File: src/design/scic_pkg.sv
`default_nettype none
package scic_pkg;

    localparam int CW   = 16;
    localparam int FB   = 16;
    localparam int OW   = 48;
    localparam int DW   = CW + 1;
    localparam int PW   = 2 * DW;
    localparam int NW   = PW + 1;
    localparam int MW   = NW - 1;
    localparam int PRW  = MW + DW;
    localparam int QB   = OW;
    localparam int LB   = QB - FB;
    localparam int NPTS = 8;

    typedef enum logic [1:0] {
        KIND_NONE    = 2'd0,
        KIND_PROPER  = 2'd1,
        KIND_VERTEX  = 2'd2,
        KIND_OVERLAP = 2'd3
    } kind_t;

    typedef logic signed [CW-1:0] coord_t;
    typedef logic signed [DW-1:0] diff_t;
    typedef logic signed [PW-1:0] prod_t;
    typedef logic signed [NW-1:0] wide_t;

    typedef struct packed {
        kind_t           kind;
        logic            use_div;
        logic            negx;
        logic            negy;
        coord_t          ax;
        coord_t          ay;
        coord_t          cpx;
        coord_t          cpy;
        logic [MW-1:0]   den;
    } side_t;

    typedef struct packed {
        logic            ovf;
        logic [MW-1:0]   rem;
        logic [QB-1:0]   low;
        logic [QB-1:0]   quo;
    } lane_t;

    function automatic diff_t sx(input coord_t c);
        return diff_t'(c);
    endfunction

    function automatic logic between(input coord_t a, input coord_t b, input coord_t v);
        return ((a <= v) && (v <= b)) || ((a >= v) && (v >= b));
    endfunction

    // r on segment pq, tested on x unless pq is vertical
    function automatic logic on_seg(input coord_t px, input coord_t py,
                                    input coord_t qx, input coord_t qy,
                                    input coord_t rx, input coord_t ry);
        logic res;
        if (px != qx)
        begin
            res = between(px, qx, rx);
        end
        else
        begin
            res = between(py, qy, ry);
        end
        return res;
    endfunction

endpackage
`default_nettype wire

File: src/design/scic_out.sv
`default_nettype none
module scic_out (
    input  logic                     clk,
    input  logic                     rst_n,
    input  logic                     ce,
    input  logic                     in_valid,
    input  scic_pkg::side_t          in_side,
    input  scic_pkg::lane_t          in_lane_x,
    input  scic_pkg::lane_t          in_lane_y,
    output logic                     out_valid,
    output scic_pkg::kind_t          out_kind,
    output logic [scic_pkg::OW-1:0]  out_px,
    output logic [scic_pkg::OW-1:0]  out_py
);
    import scic_pkg::*;

    localparam logic signed [OW+1:0] OMAX = (OW+2)'((64'sd1 <<< (OW - 1)) - 64'sd1);
    localparam logic signed [OW+1:0] OMIN = -OMAX - (OW+2)'(1);

    // round to nearest, add base, saturate
    function automatic logic [OW-1:0] finish(input lane_t l, input logic [MW-1:0] den,
                                             input logic neg, input coord_t c);
        logic                 rnd;
        logic [QB:0]          qr;
        logic signed [OW+1:0] base;
        logic signed [OW+1:0] sum;
        logic [OW-1:0]        res;
        rnd  = {l.rem, 1'b0} >= {1'b0, den};
        qr   = (QB+1)'(l.quo) + (QB+1)'(rnd);
        base = (OW+2)'(c) <<< FB;
        sum  = neg ? base - signed'({1'b0, qr}) : base + signed'({1'b0, qr});
        if (l.ovf)
        begin
            res = neg ? OMIN[OW-1:0] : OMAX[OW-1:0];
        end
        else if (sum > OMAX)
        begin
            res = OMAX[OW-1:0];
        end
        else if (sum < OMIN)
        begin
            res = OMIN[OW-1:0];
        end
        else
        begin
            res = sum[OW-1:0];
        end
        return res;
    endfunction

    logic          valid_reg;
    kind_t         kind_reg;
    logic [OW-1:0] px_reg, py_reg;
    logic [OW-1:0] px_next, py_next;

    always_comb
    begin
        if (in_side.use_div)
        begin
            px_next = finish(in_lane_x, in_side.den, in_side.negx, in_side.ax);
            py_next = finish(in_lane_y, in_side.den, in_side.negy, in_side.ay);
        end
        else
        begin
            px_next = OW'(in_side.cpx) <<< FB;
            py_next = OW'(in_side.cpy) <<< FB;
        end
    end

    always_ff @(posedge clk or negedge rst_n)
    begin
        if (!rst_n)
        begin
            valid_reg <= 1'b0;
        end
        else if (ce)
        begin
            valid_reg <= in_valid;
        end
    end

    always_ff @(posedge clk)
    begin
        if (ce)
        begin
            kind_reg <= in_side.kind;
            px_reg   <= px_next;
            py_reg   <= py_next;
        end
    end

    assign out_valid = valid_reg;
    assign out_kind  = kind_reg;
    assign out_px    = px_reg;
    assign out_py    = py_reg;

endmodule
`default_nettype wire

File: config.mk
export PLATFORM = sky130hd
export DESIGN_NAME = scic_out
export DESIGN_NICKNAME = d
export VERILOG_FILES = /design/src/design/scic_pkg.sv /design/src/design/scic_out.sv
export SDC_FILE = /design/constraint.sdc
export NUM_CORES = 1
export LEC_CHECK = 0
export ABC_AREA = 1
export CAP_MARGIN = 20
export CORE_MARGIN = 4
export CORE_UTILIZATION = 66
export DETAILED_ROUTE_END_ITERATION = 8
export DONT_BUFFER_PORTS = 1
export PLACE_DENSITY = 0.87
export SLEW_MARGIN = 25
export SYNTH_ARGS = -nofsm -noshare
export SYNTH_HDL_FRONTEND = slang
export SYNTH_SLANG_ARGS = --single-unit
File: constraint.sdc
create_clock -name clk -period 1.2 [get_ports clk]
set_input_delay 0.24 -clock clk [delete_from_list [all_inputs] [get_ports clk]]
set_output_delay 0.24 -clock clk [all_outputs]
set_load 0.02 [all_outputs]
==> Flow_metrics.wiki, run 1 <==
{| class="wikitable"
! Metric !! Value
|-
| Commonest register cell after synthesis || sky130_fd_sc_hd__edfxtp_1
|-
| Cell area after technology mapping || 19510 sq um
|-
| Sequential area share after synthesis || 15.21%
|-
| DP Worst Slack || -5.009 ns
|-
| Count of flip-flops with a built-in enable after synthesis || 98
|-
| Mean post-synth cell area || 5.796 sq um
|-
| Error that ended the run || [ERROR DPL-0038] Utilization greater than 100%, impossible to legalize
|-
| Half-perimeter wire length of the detailed placement result || 82970 um
|-
| Root buffer cell || sky130_fd_sc_hd__clkbuf_16
|-
| Outcome || stopped before the end
|-
| Number of distinct library cells after synthesis || 54
|-
| Count of input and output buffers || 0
|-
| Post-synthesis cell count || about 3400
|-
| Die H || 179.9 um
|-
| Chip Width || 179.9 um
|-
| IO Count || 468
|-
| Fraction of synthesized cell area taken by the top area cell type || 18.64%
|-
| Number of buffers created by CTS || 9
|-
| Total number of clock tree sinks || a little under 100
|-
| Row count || 62
|-
| Bufs on Longest Clock Path || 2
|-
| Post-cts sizing count || between 500 and 600
|-
| Initial standard-cell utilization of the core || 67.42%
|-
| Yosys warns || 0
|-
| Most instantiated cells after synthesis || 969 x sky130_fd_sc_hd__nand2_1, 510 x sky130_fd_sc_hd__inv_1, 400 x sky130_fd_sc_hd__nor2_1
|-
| Top post-synthesis cells by area || sky130_fd_sc_hd__nand2_1 19%, sky130_fd_sc_hd__edfxtp_1 15%, sky130_fd_sc_hd__ha_1 13%
|-
| Flip-flop and latch count after synthesis || 99
|-
| Total of hold buffers inserted after clock tree synthesis || 3
|-
| Stage where the run ended || 4_1_cts
|-
| Buffers inserted during post-CTS setup optimization || 68
|-
| Async set-or-reset flop fraction in the synthesized netlist || 1.010%
|-
| Max H-tree Level || 3
|-
| Placer congestion estimate || 1.220
|-
| Cell type with the largest total area after synthesis || sky130_fd_sc_hd__nand2_1
|-
| Synthesized netlist net count || 3942
|-
| Most common cell in the synthesized netlist || sky130_fd_sc_hd__nand2_1
|}
kinds of logic after synthesis:
kind of cell	synth area share, %
compound gates	15.96
xor+xnor	5.971
buf+inv	12.27
fa+ha+maj	13.35
mux	0.1090
flops	15.21
simple gates	37.12
through the flow:
| stage | instances | utilization, % | cell area [sq um] | hold WS, ns |
|---|---|---|---|---|
| after floorplan | 3366 | - | 19970 | -0.05559 |
| after global placement | 4514 | 91.43 | 26460 | -0.05556 |
| after detailed placement | 4514 | 91.43 | 26460 | -0.05554 |
==> run 2, diff against run 1 <==
Settings changed: CORE_UTILIZATION 66 to 40, PLACE_DENSITY 0.87 to default, PLACE_DENSITY_LB_ADDON from default to 0.15.
==> Flow_metrics.wiki, run 2 <==
{| class="wikitable"
! Metric !! Value
|-
| Wire length per cell || 20.50 um
|-
| Mean post-synth cell area || 5.796 sq um
|-
| Proportion of layout cells with a drive suffix above 1 || 36.41%
|-
| Final global-route overflow total || 0
|-
| Clock period minus worst slack || 5.479 ns
|-
| Vias after detailed routing || approximately 27000
|-
| Antenna violations before repair || 0
|-
| Total routing resource utilization after global routing || 36.14%
|-
| Transition time of the tightest slew-check pin || 0.5381 ns
|-
| Async set-or-reset flop fraction in the synthesized netlist || under 10%
|-
| Chip Width || 228.8 um
|-
| IO Count || 468
|-
| DRC errors left || 0
|-
| Slack of the worst reg-to-reg path || ~0.33 ns
|-
| Critical Path RT || ~1.3 ns
|-
| Top post-synthesis cells by area || sky130_fd_sc_hd__nand2_1 19%, sky130_fd_sc_hd__edfxtp_1 15%, sky130_fd_sc_hd__ha_1 13%
|-
| Layout Cells excl Fill || between 4000 and 5000
|-
| Highest attainable clock frequency || between 0.15 and 0.2 GHz
|-
| Post-synthesis cell count || 3366
|-
| Antenna Cells || 0
|-
| Bufs on Longest Clock Path || 2
|-
| Detailed Routing Iterations Pass 1 || 6
|-
| Worst setup path class || in -> reg
|-
| Total number of clock tree sinks || 99
|-
| Initial standard-cell utilization of the core || 40.69%
|-
| Fraction of synthesized cell area taken by the top area cell type || 18.64%
|-
| Most instantiated cells after synthesis || 969 x sky130_fd_sc_hd__nand2_1, 510 x sky130_fd_sc_hd__inv_1, 400 x sky130_fd_sc_hd__nor2_1
|-
| Commonest cells after routing, fill and taps aside || 959 x sky130_fd_sc_hd__buf_4, 826 x sky130_fd_sc_hd__nand2_1, 471 x sky130_fd_sc_hd__inv_1
|-
| Pleak || 15.52 nW
|-
| Die H || about 230 um
|-
| Clock tree from TritonCTS || built
|-
| Most common cell in the synthesized netlist || sky130_fd_sc_hd__nand2_1
|-
| TNS Setup || -402.36 ns
|-
| Most common cell after layout, fill and taps aside || sky130_fd_sc_hd__buf_4
|-
| Number of buffers created by CTS || 9
|-
| Total power per unit cell area || 727.1 nW/um^2
|-
| Worst path slowest cell || sky130_fd_sc_hd__ha_4
|-
| Data arrival time of the critical path || approximately 5.6 ns
|-
| Worst setup margin || -4.279 ns
|-
| Half-perimeter wire length of the detailed placement result || 81890 um
|-
| DR vias/cell || roughly 5.4
|-
| Core Footprint || 47950 sq um
|-
| Detailed Route WL || 101200 um
|-
| Peak supply drop || 697.3 uV
|-
| Area growth, synth to finish || 59.66%
|-
| Count of input and output buffers || 0
|-
| DP Worst Slack || -5.101 ns
|-
| Total die area || 52370 sq um
|-
| Yosys warns || 0
|-
| Synthesized netlist net count || 3942
|-
| Number of nets at the end of the flow || 4891
|-
| Clock transition time at the flip-flop clock pins of the worst setup and hold paths || 0.09 ns
|-
| Root buffer cell || sky130_fd_sc_hd__clkbuf_16
|-
| Period utilization || 456.5%
|-
| Maximum number of pins on one net before global-route repair || 100
|-
| Flip-flop and latch count after synthesis || around 100
|-
| RSZ-0062 raised after global routing || yes
|-
| Final Hold Vio Count || a little under 60
|-
| Max Cap Viol || 0
|-
| Cell area after technology mapping || 19510 sq um
|-
| Number of global-route vias before repair || 26385
|-
| Clk Latency, worst-skew pair || around 0.39 ns
|-
| Type of element launching the critical path || input pin
|-
| Number of distinct library cells after synthesis || 54
|-
| Number of endpoints failing setup at the final stage || 113
|-
| Slew HR || 64.09%
|-
| Violations in the final reports || hold timing, setup timing
|-
| Cell type with the largest total area after synthesis || sky130_fd_sc_hd__nand2_1
|-
| Sort of element at the end of the critical path || flip-flop
|-
| Antenna Violating Nets Remaining || 0
|-
| Global-route wire length before repair || approximately 150000 um
|-
| Most common cell on crit path || sky130_fd_sc_hd__nand2_1
|-
| Placed cell count || approximately 4800
|-
| Sequential area share after synthesis || 15.21%
|-
| Outcome || finished with violations
|-
| Count of flip-flops with a built-in enable after synthesis || 98
|-
| Commonest register cell after synthesis || sky130_fd_sc_hd__edfxtp_1
|-
| Clock Skew || 0 ns
|-
| Placer congestion estimate || between 1 and 1.5
|-
| Hold Crit Class || in -> reg
|-
| Tightest hold margin || -0.04553 ns
|-
| Max H-tree Level || 3
|-
| Total of hold buffers inserted after clock tree synthesis || 4
|-
| Worst-path fanout max || 6
|-
| Post-Route Utilization || 64.96%
|-
| Row count || 80
|-
| Pins Over Slew Limit || 0
|-
| Iteration-0 DRC Markers || a little under 2000
|-
| Peak per-stage delay on the critical path || approximately 0.27 ns
|}
==> run 2: what timing repair did <==
action	CTS	global route
gates cloned	7	3
endpoints found under the setup margin	120	118
hold endpoints to repair	102	70
pin swaps	120	115
setup buffers	74	23
resized for setup	323	288
==> run 2: cell type report <==
class                   instances  area (sq um)
clock buffers                   9         225.2
fillers                      4364         16800
flip-flops and latches         99          2968
repair buffers               1029          8408
well taps                     615         769.5
clock inverters                 7         56.30
multi-input cells            2659         16730
inverters                     517          1994
==> run 2: cells by family after synthesis <==
| family | Yosys count | share of synthesized area (%) |
|---|---|---|
| AND/OR/NAND/NOR | 1751 | 37.12 |
| buffers and inverters | 608 | 12.27 |
| AO/OA/AOI/OAI | 566 | 15.96 |
| adder cells (fa/ha/maj) | 207 | 13.35 |
| XOR/XNOR | 133 | 5.971 |
| flip-flops | 99 | 15.21 |
| multiplexers | 2 | 0.1090 |
==> run 2: power breakdown <==
part           switching (mW)  internal [mW]
clock network            1.69           1.45
logic                    7.72           6.73
registers               0.765           4.29
total                    10.2           12.5
==> run 2: critical path: cells and delay by family <==
| kind | cells | cell delay, ns |
|---|---|---|
| AND/OR/NAND/NOR | 28 | 2.96 |
| adder cells (fa/ha/maj) | 4 | 0.81 |
| buffers and inverters | 9 | 1.01 |
| AO/OA/AOI/OAI | 5 | 0.56 |
==> run 2: stage by stage <==
stage	total power [mW]	area (sq um)
2_1_floorplan	10.96	19970
3_3_place_gp	16.36	27300
3_5_place_dp	16.45	27300
4_1_cts	21.23	29750
5_1_grt	23.84	31150
6_report	22.65	31150
==> run 2: metal layers <==
metal	vias to the layer above	share of wire (%)	global-route usage, %
met4	0	6.5	20.31
met2	1111	47	62.76
li1	12745	-	-
met5	-	0	0
met1	12452	39	41.86
met3	299	7.2	6.630
==> run 2: path summary, 6_finish.rpt <==
| path | startpoint | endpoint | depth (start not counted) |
|---|---|---|---|
| max | in_side[9] | out_py[29] | 46 |
| min | ce | out_px[18] | 0 |
| max reg2reg | out_valid | out_valid | 1 |
| min reg2reg | out_valid | out_valid | 1 |
| max in group asynchronous | rst_n | out_valid | 1 |
| min in group asynchronous | rst_n | out_valid | 1 |
(Power assumes the default switching activity.)
==> run 3, diff against run 2 <==
Settings changed: HOLD_SLACK_MARGIN from default to 0.03.
==> Flow_metrics.wiki, run 3 (synthesis results as in run 2) <==
{| class="wikitable"
! Metric !! Value
|-
| Outcome || finished with violations
|-
| Violations in the final reports || hold timing, setup timing
|-
| Highest metal layer with signal wires || met4
|-
| IO Count || between 400 and 500
|-
| Total power per unit cell area || 736.1 nW/um^2
|-
| Final Hold Vio Count || 59
|-
| Transition time of the tightest slew-check pin || between 0.8 and 0.9 ns
|-
| Most common cell on crit path || sky130_fd_sc_hd__nand2_1
|-
| Critical Path RT || between 1 and 1.5 ns
|-
| DR vias/cell || between 5 and 6
|-
| Vias after detailed routing || 26790
|-
| Number of endpoints failing setup at the final stage || 112
|-
| DP Worst Slack || -5.101 ns
|-
| Antenna violations before repair || 0
|-
| Clock transition time at the flip-flop clock pins of the worst setup and hold paths || 0.09 ns
|-
| Gate family responsible for the most delay along the worst path || simple AND/OR/NAND/NOR gates
|-
| Worst setup margin || -4.266 ns
|-
| Total number of clock tree sinks || between 90 and 100
|-
| Wire length per cell || 20.83 um
|-
| Number of nets at the end of the flow || 4898
|-
| Root buffer cell || sky130_fd_sc_hd__clkbuf_16
|-
| Commonest cells after routing, fill and taps aside || 958 x sky130_fd_sc_hd__buf_4, 751 x sky130_fd_sc_hd__nand2_1, 470 x sky130_fd_sc_hd__inv_1
|-
| Initial standard-cell utilization of the core || 40.69%
|-
| Highest attainable clock frequency || approximately 0.18 GHz
|-
| Detailed-routed wire length on met2 || 48980 um
|-
| Bufs on Longest Clock Path || 2
|-
| Sort of element at the end of the critical path || flip-flop
|-
| Bufs and invs on worst path || 10
|-
| Placer congestion estimate || roughly 1.1
|-
| Worst setup path class || in -> reg
|-
| Core Footprint || 47950 sq um
|-
| Clock tree from TritonCTS || built
|-
| Pleak || 15.70 nW
|-
| Row count || 80
|-
| Area growth, synth to finish || 62.94%
|-
| Die H || 228.8 um
|-
| Antenna Cells || 0
|-
| Number of buffers created by CTS || 9
|-
| Final Total Pwr || 23.40 mW
|-
| Count of input and output buffers || 0
|-
| Peak per-stage delay on the critical path || 0.29 ns
|-
| Detailed Route WL || 103000 um
|-
| Worst-path fanout max || 7
|-
| Chip Width || ~230 um
|-
| Clk Latency, worst-skew pair || 0.39 ns
|-
| Total die area || 52370 sq um
|-
| Clock Skew || 0 ns
|-
| Data arrival time of the critical path || 5.60 ns
|-
| Type of element launching the critical path || input pin
|-
| Total routing resource utilization after global routing || 36.13%
|-
| RSZ-0062 raised after global routing || yes
|-
| Global-route wire length before repair || 147900 um
|-
| Routed length on met1 || 39590 um
|-
| Period utilization || 455.5%
|-
| Peak supply drop || around 730 uV
|-
| Final global-route overflow total || 0
|-
| Met3 WL || around 7600 um
|-
| Worst path slowest cell || sky130_fd_sc_hd__ha_4
|-
| Pins Over Slew Limit || 0
|-
| Tightest hold margin || -0.04732 ns
|-
| Max Cap Viol || 0
|-
| Half-perimeter wire length of the detailed placement result || 81890 um
|-
| Max H-tree Level || 3
|-
| DRC errors left || 0
|-
| Clock period minus worst slack || 5.466 ns
|-
| Iteration-0 DRC Markers || 1940
|-
| Proportion of layout cells with a drive suffix above 1 || 39.08%
|-
| Slew HR || 45.39%
|-
| Number of global-route vias before repair || 26435
|-
| Antenna Violating Nets Remaining || 0
|-
| Hold Crit Class || in -> reg
|-
| Most common cell after layout, fill and taps aside || sky130_fd_sc_hd__buf_4
|-
| Maximum number of pins on one net before global-route repair || 100
|-
| Detailed Routing Iterations Pass 1 || 6
|}
[run 3: cell count changes in the layout (fill, tap and decap cells not counted), sizes merged]
cell | previous run | this run
dlygate4sd3 | 4 | 6
buf | 1020 | 1023
clkbuf | 12 | 16
bufbuf | 2 | 0
[run 3: final cells by class]
cell class | count | area (sq um)
Multi-Input combinational cell | 2659 | 17240
Fill cell | 4281 | 16160
Timing Repair Buffer | 1036 | 8517
Sequential cell | 99 | 2968
Inverter | 517 | 2007
Tap cell | 615 | 769.5
Clock buffer | 9 | 225.2
Clock inverter | 7 | 56.30
[run 3: where the power goes]
| group | switching, mW | leakage (nW) | internal, mW |
|---|---|---|---|
| logic | 8.19 | 14.6 | 7.02 |
| clock network | 1.69 | 0.143 | 1.45 |
| registers | 0.763 | 0.968 | 4.29 |
| total | 10.6 | 15.7 | 12.8 |
[run 3: per-stage QoR]
stage                     cell area [sq um]  hold WS [ns]  util [%]  setup TNS, ns  std cells
after global placement                27300      -0.05556     56.93        -474.90       4810
after global routing                  31790      -0.06330     66.30        -426.99       4942
after CTS                             29760      -0.06875     62.07        -390.61       4910
after floorplan                       19970      -0.05559         -        -351.39       3366
final                                 31790      -0.04732     66.30        -399.66       4942
after detailed placement              27300      -0.05556     56.93        -481.13       4810
[run 3: path summary, 6_finish.rpt]
| path | start | to | slack, ns | cells after the start |
|---|---|---|---|---|
| max | in_side[10] | out_py[11] | -4.27 | 46 |
| min | ce | out_px[18] | -0.05 | 0 |
| max reg2reg | out_valid | out_valid | 0.33 | 1 |
| min reg2reg | out_valid | out_valid | 0.70 | 1 |
| max in group asynchronous | rst_n | out_valid | 1.05 | 1 |
| min in group asynchronous | rst_n | out_valid | 0.05 | 1 |
[run 3: layer usage]
metal / GRT usage (%) / vias to the layer above
li1: - / 12766
met1: 41.79 / 12580
met2: 62.47 / 1140
met3: 6.618 / 304
met4: 21.00 / 0
met5: 0 / -
[run 3: timing repair]
action                                  in CTS  in global routing
hold endpoints to repair                   103                 99
endpoints found under the setup margin     120                116
hold buffers                                 5                  1
gates resized for setup                    323                447
buffers inserted                            74                 26
pin swaps                                  120                145
cloned                                       7                  8
